==> config.mk <==
export PLATFORM = sky130hd
export DESIGN_NAME = ttb_ctrl
export DESIGN_NICKNAME = d
export VERILOG_FILES = /design/src/hw/rtl/ttb_pkg.sv /design/src/hw/rtl/ttb_ctrl.sv
export SDC_FILE = /design/constraint.sdc
export NUM_CORES = 1
export LEC_CHECK = 0
export BUFFER_PORTS_ARGS = -buffer_cell sky130_fd_sc_hd__clkbuf_2
export CAP_MARGIN = 5
export CORE_ASPECT_RATIO = 0.5
export CORE_MARGIN = 10
export CORE_UTILIZATION = 58
export DETAILED_ROUTE_END_ITERATION = 8
export GPL_TIMING_DRIVEN = 0
export PLACE_DENSITY = 0.79
export SKIP_LAST_GASP = 1
export SYNTH_ARGS = -nofsm -noshare
export SYNTH_HDL_FRONTEND = slang
export SYNTH_SLANG_ARGS = --single-unit
==> constraint.sdc <==
create_clock -name clk -period 3 [get_ports clk]
set_clock_uncertainty 0.15 [all_clocks]
set_input_delay 0.9 -clock clk [delete_from_list [all_inputs] [get_ports clk]]
set_output_delay 0.9 -clock clk [all_outputs]
set_load 0.01 [all_outputs]
==> src/hw/rtl/ttb_pkg.sv <==
// shared types and constants for the triangle tangent and binormal block
`timescale 1ns / 1ps
`default_nettype none
package ttb_pkg;

  typedef enum logic [3:0] {
    OP_NONE,
    OP_HOLD,
    OP_THIRD,
    OP_MUL,
    OP_VLOAD,
    OP_ZERO,
    OP_SHR,
    OP_SHL,
    OP_SQ,
    OP_SQRT_INIT,
    OP_SQRT_STEP,
    OP_DIV_INIT,
    OP_DIV_STEP,
    OP_DIV_STORE,
    OP_OUT
  } op_t;

  typedef struct packed {
    op_t        op;
    logic [3:0] idx;
    logic       vsel;
  } cmd_t;

  typedef struct packed {
    logic big_zero;
    logic big_hi;
    logic big_lo;
    logic out_busy;
  } status_t;

  // 0.0001 in q32.32, negated
  localparam logic signed [63:0] DET_LIMIT = -64'sd429497;
  localparam logic [16:0] Q_MAX = 17'd32767;
  localparam int unsigned NUM_PROD = 14;
  localparam int unsigned SQRT_STEPS = 32;
  localparam int unsigned DIV_STEPS = 17;

endpackage
`default_nettype wire

==> src/hw/rtl/ttb_ctrl.sv <==
// sequencer for corner collection, products, normalize, square root and divide
`timescale 1ns / 1ps
`default_nettype none
module ttb_ctrl
  import ttb_pkg::*;
(
  input  wire logic    clk,
  input  wire logic    rst,
  input  wire logic    in_valid,
  output logic         in_ready,
  input  wire status_t status,
  output cmd_t         cmd
);

  typedef enum logic [7:0] {
    S_IDLE  = 8'b0000_0001,
    S_MUL   = 8'b0000_0010,
    S_VLOAD = 8'b0000_0100,
    S_NORM  = 8'b0000_1000,
    S_SQ    = 8'b0001_0000,
    S_SQRT  = 8'b0010_0000,
    S_DIV   = 8'b0100_0000,
    S_DONE  = 8'b1000_0000
  } state_t;

  state_t     state, state_next;
  logic [4:0] cnt, cnt_next;
  logic [1:0] ccount, ccount_next;
  logic [1:0] comp, comp_next;
  logic       vsel, vsel_next;

  always_ff @(posedge clk) begin
    if (rst) begin
      state  <= S_IDLE;
      cnt    <= '0;
      ccount <= '0;
      comp   <= '0;
      vsel   <= 1'b0;
    end else begin
      state  <= state_next;
      cnt    <= cnt_next;
      ccount <= ccount_next;
      comp   <= comp_next;
      vsel   <= vsel_next;
    end
  end

  always_comb begin
    state_next  = state;
    cnt_next    = cnt;
    ccount_next = ccount;
    comp_next   = comp;
    vsel_next   = vsel;
    in_ready    = 1'b0;
    cmd.op      = OP_NONE;
    cmd.idx     = '0;
    cmd.vsel    = vsel;
    unique case (state)
      S_IDLE: begin
        in_ready = 1'b1;
        if (in_valid) begin
          if (ccount == 2'd2) begin
            cmd.op      = OP_THIRD;
            ccount_next = '0;
            cnt_next    = '0;
            vsel_next   = 1'b0;
            state_next  = S_MUL;
          end else begin
            cmd.op      = OP_HOLD;
            cmd.idx     = {3'b000, ccount[0]};
            ccount_next = ccount + 2'd1;
          end
        end
      end
      S_MUL: begin
        // a pass with no product issued lets the last product settle into its difference
        if (cnt < 5'(NUM_PROD)) begin
          cmd.op   = OP_MUL;
          cmd.idx  = cnt[3:0];
          cnt_next = cnt + 5'd1;
        end else begin
          state_next = S_VLOAD;
        end
      end
      S_VLOAD: begin
        cmd.op     = OP_VLOAD;
        state_next = S_NORM;
      end
      S_NORM: begin
        priority if (status.big_zero) begin
          cmd.op = OP_ZERO;
          if (!vsel) begin
            vsel_next  = 1'b1;
            state_next = S_VLOAD;
          end else begin
            state_next = S_DONE;
          end
        end else if (status.big_hi) begin
          cmd.op = OP_SHR;
        end else if (status.big_lo) begin
          cmd.op = OP_SHL;
        end else begin
          cnt_next   = '0;
          state_next = S_SQ;
        end
      end
      S_SQ: begin
        if (cnt < 5'd3) begin
          cmd.op   = OP_SQ;
          cmd.idx  = cnt[3:0];
          cnt_next = cnt + 5'd1;
        end else if (cnt == 5'd3) begin
          cnt_next = cnt + 5'd1;
        end else begin
          cmd.op     = OP_SQRT_INIT;
          cnt_next   = '0;
          state_next = S_SQRT;
        end
      end
      S_SQRT: begin
        cmd.op = OP_SQRT_STEP;
        if (cnt == 5'(SQRT_STEPS - 1)) begin
          cnt_next   = '0;
          comp_next  = '0;
          state_next = S_DIV;
        end else begin
          cnt_next = cnt + 5'd1;
        end
      end
      S_DIV: begin
        cmd.idx = {2'b00, comp};
        if (cnt == 5'd0) begin
          cmd.op   = OP_DIV_INIT;
          cnt_next = cnt + 5'd1;
        end else if (cnt <= 5'(DIV_STEPS)) begin
          cmd.op   = OP_DIV_STEP;
          cnt_next = cnt + 5'd1;
        end else begin
          cmd.op   = OP_DIV_STORE;
          cnt_next = '0;
          if (comp == 2'd2) begin
            if (!vsel) begin
              vsel_next  = 1'b1;
              state_next = S_VLOAD;
            end else begin
              state_next = S_DONE;
            end
          end else begin
            comp_next = comp + 2'd1;
          end
        end
      end
      S_DONE: begin
        if (!status.out_busy) begin
          cmd.op     = OP_OUT;
          state_next = S_IDLE;
        end
      end
      default: begin
        state_next = S_IDLE;
      end
    endcase
  end

endmodule
`default_nettype wire

==> results by group, run 1 <==
Flow run
  • Max-cap check violation count: 0

Synthesis
  • Synth Net Count: 212
  • Mapped Area: 0.00154 sq mm
  • Synthesized area per cell: 7.69 sq um
  • Seq/Total Area, Yosys: 23.4%
  • Synth Instances: 200
  • Synth area leader: dfxtp_1
  • Syn. warnings: 0
  • Yosys top cell area share: 23.4%
  • Synth async-reset ratio: 0%
  • Main flop type after synthesis: dfxtp_1
  • EDFF count, synth: 0
  • Synth Register Bits: 18
  • Synth area leaders: dfxtp_1 (23%), a21oi_1 (6.2%), o21ai_0 (5.5%)
  • Cell variety after synth: 59

Final layout
  • Area Overhead vs Synth: 19.7%
  • Storage element area: 364 sq um
  • Fill cell count: 231
  • Final net count: 236
  • Footprint of the multi-input gates: 0.00114 sq mm
  • Final instance area: 0.00184 sq mm
  • Ant diodes: 0
  • Util after Layout: 71.6%
  • Layout cells sized above 1: 26.6%
  • Finished Layout Cells: 259

Placed design
  • Placed cell area: 0.00166 sq mm
  • RePlAce Congestion: 0.917
  • Placed cell count: 252
  • I/O Buffers: 15
  • Dpl hpwl: 3.41 mm
  • Pre-CTS WS: -0.0502 ns

Worst setup path
  • Critical Path Source Type: input port
  • CP arrival: 1.91 ns
  • CP Cell Sequence: clkbuf_2 -> nor3_2 -> nor3b_2 -> a21oi_1 -> or3b_4 -> nand3_2 -> clkbuf_2
  • Worst reg2reg setup slack: 0.43 ns
  • Crit-path max FO: 3
  • Critical path class: input port to output pin
  • Most common cell on crit path: clkbuf_2
  • Crit path required time: 1.95 ns
  • Worst path max stage delay: 0.38 ns
  • Worst path slowest cell: or3b_4
  • CP Capture Type: output pin

Global route
  • Vias in the first global route: 1530
  • First-pass GRT wire length: 7.49 mm
  • Initial antenna violation count: 0
  • Largest net degree at the start of global routing: 11
  • GRT Resource Usage Total: 17.3%
  • Gr ovfl total: 0

Power and ir drop
  • Leakage Power: 0.745 nW
  • P per Cell Area: 457 mW/mm^2
  • Total power after layout: 842 uW
  • VDD IR max: 0.283 mV

Route
  • Vias per inst: 6.63
  • Number of remaining DRC errors: 0
  • TritonRoute pass-1 iters: 5
  • Drt total wl: 4.79 mm
  • Via Count: 1716
  • Routed wire length per instance: 18.5 um
  • Initial DRC Count: 182
  • DRT antenna net count: 0

Floorplan
  • Row count: 13
  • CORE AREA: 0.00257 sq mm
  • Die ar.: 0.00524 sq mm
  • Die height: 56.4 um
  • Chip Width: 92.8 um
  • # IOs: 17
  • Starting Density: 59.8%

Timing
  • Worst-margin pin slew: 0.674 ns
  • Fin. Hold Viols: 0
  • Final worst path period share: 98.7%
  • Worst hold margin: 0.351 ns
  • Final Max Slew Viols: 0
  • Tmin final: 2.96 ns
  • Fmax: 0.338 GHz
  • Setup TNS: 0 ns
  • RSZ-0062 raised after global routing: true
  • Setup Viol. Count Final: 0
  • Rel. slew slack: 54.9%
  • Fin worst setup slack: 0.0391 ns

Clock network
  • CTS Root Cell: clkbuf_8
  • CTS tree: done
  • Skew-Pair Late Insertion Delay: 0.27 ns
  • H-Tree Level Count: 1
  • Clock transition at path regs: 0.07 ns
  • CTS max path bufs: 2
  • Clock sink count: 18
  • CTS buffer count: 3

Status
  • Outcome: completed

Hold path
  • Worst Hold Class: register to register
## cell usage in the layout, fill, tap and decap left out, drive strengths merged, types with 4 or more instances in the layout
cell | netlist | layout
nor3 | 6 | 6
ha | 5 | 5
nor3b | 4 | 4
a21oi | 19 | 19
a31oi | 4 | 4
o21ai | 20 | 20
nor2b | 4 | 4
inv | 11 | 11
nor2 | 18 | 18
buf | 8 | 14
o2111ai | 5 | 5
dfxtp | 18 | 18
and3 | 4 | 4
nand2 | 9 | 9
clkbuf | 4 | 20
nand3 | 11 | 11
nand4 | 5 | 5
## cells by family (layout without fill, tap and decap cells)
logic type                 count (synthesis)  count (layout)  synth area share [%]
and+or+nand+nor                           81              81                  33.0
xor gates and xnor gates                   2               2                  1.14
DFF                                       18              18                  23.4
muxes                                      1               1                 0.651
buffers and inverters                     23              45                  7.32
AOI/OAI and AO/OA                         70              70                  30.4
adders and majority gates                  5               5                  4.07
## sequential cells by signal (all words and copies together) (netlist names)
register,count
comp,2
ccount,2
vsel,1
cnt,5
state,8
## Yosys cell counts, drive strengths merged (2+ instances only)
library cell,number
o21ai,20
a21oi,19
dfxtp,18
nor2,18
inv,11
nand3,11
nand2,9
buf,8
nor3,6
ha,5
nand4,5
o2111ai,5
a31oi,4
and3,4
clkbuf,4
nor2b,4
nor3b,4
and2,3
o211ai,3
and4,2
nand3b,2
nand4b,2
nor4b,2
o21bai,2
o22ai,2
or3,2
or4,2
xor2,2
## final cells by class
| cell class | count | area share, % |
|---|---|---|
| clock buffer | 3 | 2.24 |
| timing repair buffer | 21 | 7.68 |
| buffer | 10 | 3.81 |
| tap | 37 | 2.52 |
| multi-input combinational | 159 | 61.7 |
| sequential | 18 | 19.8 |
| inverter | 11 | 2.24 |
## power breakdown
part | leakage (nW) | switching [mW] | internal [mW]
Clock | 0.0216 | 0.0920 | 0.0898
Sequential | 0.146 | 0.0366 | 0.257
Combinational | 0.578 | 0.224 | 0.143
Total | 0.745 | 0.352 | 0.490
## routing by layer
metal  global-route usage, %  wire [um]  vias to the layer above
met2                    25.5       2100                       85
met5                       0          0                        -
met3                    5.30        514                        6
met1                    24.1       2140                      823
met4                    3.06         42                        0
li1                        -          -                      802
## worst max-delay path: cells and delay by family
family	cells	cell delay [ns]
simple gates	4	0.70
buf+inv	2	0.26
compound gates	1	0.06
## path summary, 6_finish.rpt
path                            cells past startpoint       end       from
worst max-delay path                                7    cmd[7]  status[1]
worst min register to register                      2   comp[1]    comp[1]
worst min-delay path                                2   comp[1]    comp[1]
worst max register to register                      8  state[0]     cnt[0]
## timing repair
action	CTS	global route
pin swaps	1	3
hold buffers	0	0
buffers inserted	1	5
resized for setup	11	15
endpoints found under the setup margin	6	8
Note: power is estimated with default switching activity, not from simulation.
==> inputs of run 2 (changes only) <==
Settings changed: CORE_ASPECT_RATIO 0.5 to 1.2.
==> results by group, run 2 (synthesis results as in run 1) <==
Status
  • Outcome: completed

Power and ir drop
  • Int Pwr: 497 uW (+1.5%)
  • Switch Pwr: 348 uW (-1.2%)
  • Clock power share: 19.1% (-2.5 points)
  • P per Cell Area: 423 mW/mm^2 (-7.5%)
  • Flop pwr share: 34.9% (about the same)
  • Part of the power in combinational logic: 45.9% (+2.4 points)
  • VDD IR max: 0.366 mV (+29%)
  • Total power after layout: 845 uW (+0.34%)
  • Leakage Power: 0.816 nW (+9.6%)
  • Switching Share: 41.2% (-0.65 points)

Worst setup path
  • CP arrival: 1.90 ns (about the same)
  • Critical Path Source Type: input port
  • Critical path class: input port to output pin
  • Crit-path max FO: 3 (unchanged)
  • CP Capture Type: output pin
  • Crit path required time: 1.95 ns (about the same)

Global route
  • GRT Resource Usage Total: 18.5% (+1.2 points)
  • Gr ovfl total: 0 (unchanged)
  • Vias in the first global route: 1663 (+8.7%)
  • First-pass GRT wire length: 7.87 mm (+5.1%)
  • Initial antenna violation count: 0 (unchanged)
  • Largest net degree at the start of global routing: 11 (unchanged)

Final layout
  • Area Overhead vs Synth: 29.9%
  • Largest register FFs: 8 (unchanged)
  • Finished Layout Cells: 268 (+3.5%)
  • Final instance area: 0.00200 sq mm (+8.5%)
  • Top Registers: state (8), cnt (5)
  • Top reg by flops: state
  • Fill cell count: 180 (-22%)
  • Final net count: 248 (+5.1%)
  • Layout cells sized above 1: 37.4% (+11 points)
  • Most frequent cells in the layout: buf_4 (20), a21oi_1 (19), nor2_1 (16), o21ai_0 (15), clkbuf_2 (12)
  • Ant diodes: 0 (unchanged)
  • Most common cell after layout, fill and taps aside: buf_4

Clock network
  • H-Tree Level Count: 1 (unchanged)
  • Clock transition at path regs: 0.12 ns (+0.05 ns)
  • Clock sink count: 18 (unchanged)
  • CTS max path bufs: 2 (unchanged)
  • CTS buffer count: 3 (unchanged)
  • CTS Root Cell: clkbuf_4
  • CTS tree: done
  • Skew-Pair Late Insertion Delay: 0.30 ns (+0.03 ns)

Route
  • Metal3 WL: 383 um (-25%)
  • Drt total wl: 5.09 mm (+6.1%)
  • DR top layer: met4
  • Wl on met1: 2.03 mm (-5.1%)
  • Met2 routed WL: 2.54 mm (+21%)
  • Initial DRC Count: 221 (+21%)
  • Number of remaining DRC errors: 0 (unchanged)
  • Via Count: 1768 (+3.0%)
  • TritonRoute pass-1 iters: 4 (-1)
  • Vias per inst: 6.60 (-0.43%)
  • DRT antenna net count: 0 (unchanged)
  • Routed wire length per instance: 19.0 um (+2.5%)

Timing
  • Tmin final: 2.95 ns (-0.00654 ns)
  • Fin. Hold Viols: 0 (unchanged)
  • Setup Viol. Count Final: 0 (unchanged)
  • Final worst path period share: 98.5% (-0.22 points)
  • Fmax: 0.338 GHz (+0.22%)
  • RSZ-0062 raised after global routing: true
  • Final Max Slew Viols: 0 (unchanged)
  • Fin worst setup slack: 0.0456 ns (+0.00654 ns)
  • Rel. slew slack: 61.8% (+6.8 points)
  • Setup TNS: 0 ns (unchanged)
  • Worst-margin pin slew: 0.573 ns (-0.100 ns)

Placed design
  • RePlAce Congestion: 0.948 (+3.5%)
  • Placed cell count: 248 (-1.6%)
  • Dpl hpwl: 3.54 mm (+3.7%)
  • Pre-CTS WS: -0.0656 ns (-0.0154 ns)
  • Placed cell area: 0.00165 sq mm (-0.30%)
  • I/O Buffers: 15 (unchanged)

Floorplan
  • CORE AREA: 0.00253 sq mm (-1.7%)
  • # IOs: 17 (unchanged)
  • Die height: 76.4 um (+35%)
  • Row count: 20 (+7)
  • Starting Density: 60.8% (+1.0 points)
  • Die ar.: 0.00512 sq mm (-2.2%)
  • Chip Width: 67.0 um (-28%)

Hold path
  • Worst Hold Class: register to register

Flow run
  • Max-cap check violation count: 0 (unchanged)
-- run 2: changes by cell type in the layout (fill, tap and decap cells not counted), sizes merged --
cell	delta
buf	+15
clkbuf	-2
-- run 2: what timing repair did --
| item | in CTS | in global routing |
|---|---|---|
| pin swaps | 7 | 9 |
| hold endpoints to repair | 0 | 0 |
| gates resized for setup | 18 | 35 |
| setup buffers | 10 | 9 |
| hold buffers | 0 | 0 |
| endpoints found under the setup margin | 6 | 8 |
-- run 2: power groups by stage --
stage | Combinational, mW | Clock (mW) | Sequential [mW]
3_5_place_dp | 0.326 | 0 | 0.293
2_1_floorplan | 0.245 | 0 | 0.284
6_report | 0.388 | 0.162 | 0.295
5_1_grt | 0.424 | 0.169 | 0.298
3_3_place_gp | 0.318 | 0 | 0.291
4_1_cts | 0.349 | 0.160 | 0.290
-- run 2: critical path: stages --
cell	delay, ns
clkbuf_2	0.11
nor3_2	0.07
nor3b_2	0.18
a21oi_1	0.06
or3b_4	0.37
nand3_2	0.08
clkbuf_2	0.13
-- run 2: path summary, 6_finish.rpt --
path                            endpoint  cells after the start  slack, ns       from
worst min-delay path             comp[1]                      2       0.36    comp[1]
worst max register to register  state[0]                      8       0.57     cnt[0]
worst min register to register   comp[1]                      2       0.36    comp[1]
worst max-delay path              cmd[7]                      7       0.05  status[2]
-- run 2: through the flow --
stage	hold slack, ns	util (%)
2_1_floorplan	0.316	-
3_3_place_gp	0.332	65.4
3_5_place_dp	0.338	65.4
4_1_cts	0.355	72.8
5_1_grt	0.379	79.0
6_report	0.359	79.0
-- run 2: layout make-up --
| cell class | count | area (sq um) | area share (%) |
|---|---|---|---|
| multi-input cells | 159 | 1190 | 59.5 |
| flip-flops and latches | 18 | 374 | 18.7 |
| repair buffers | 34 | 239 | 12.0 |
| plain buffers | 9 | 76.3 | 3.82 |
| inverters | 11 | 41.3 | 2.07 |
| well taps | 33 | 41.3 | 2.07 |
| clock buffers | 4 | 36.3 | 1.82 |
-- run 2: routing by layer --
metal  up-vias  global-route usage (%)
met3        18                    3.09
met4         0                    7.00
met1       824                    21.8
li1        825                       -
met2       101                    31.7
met5         -                       0
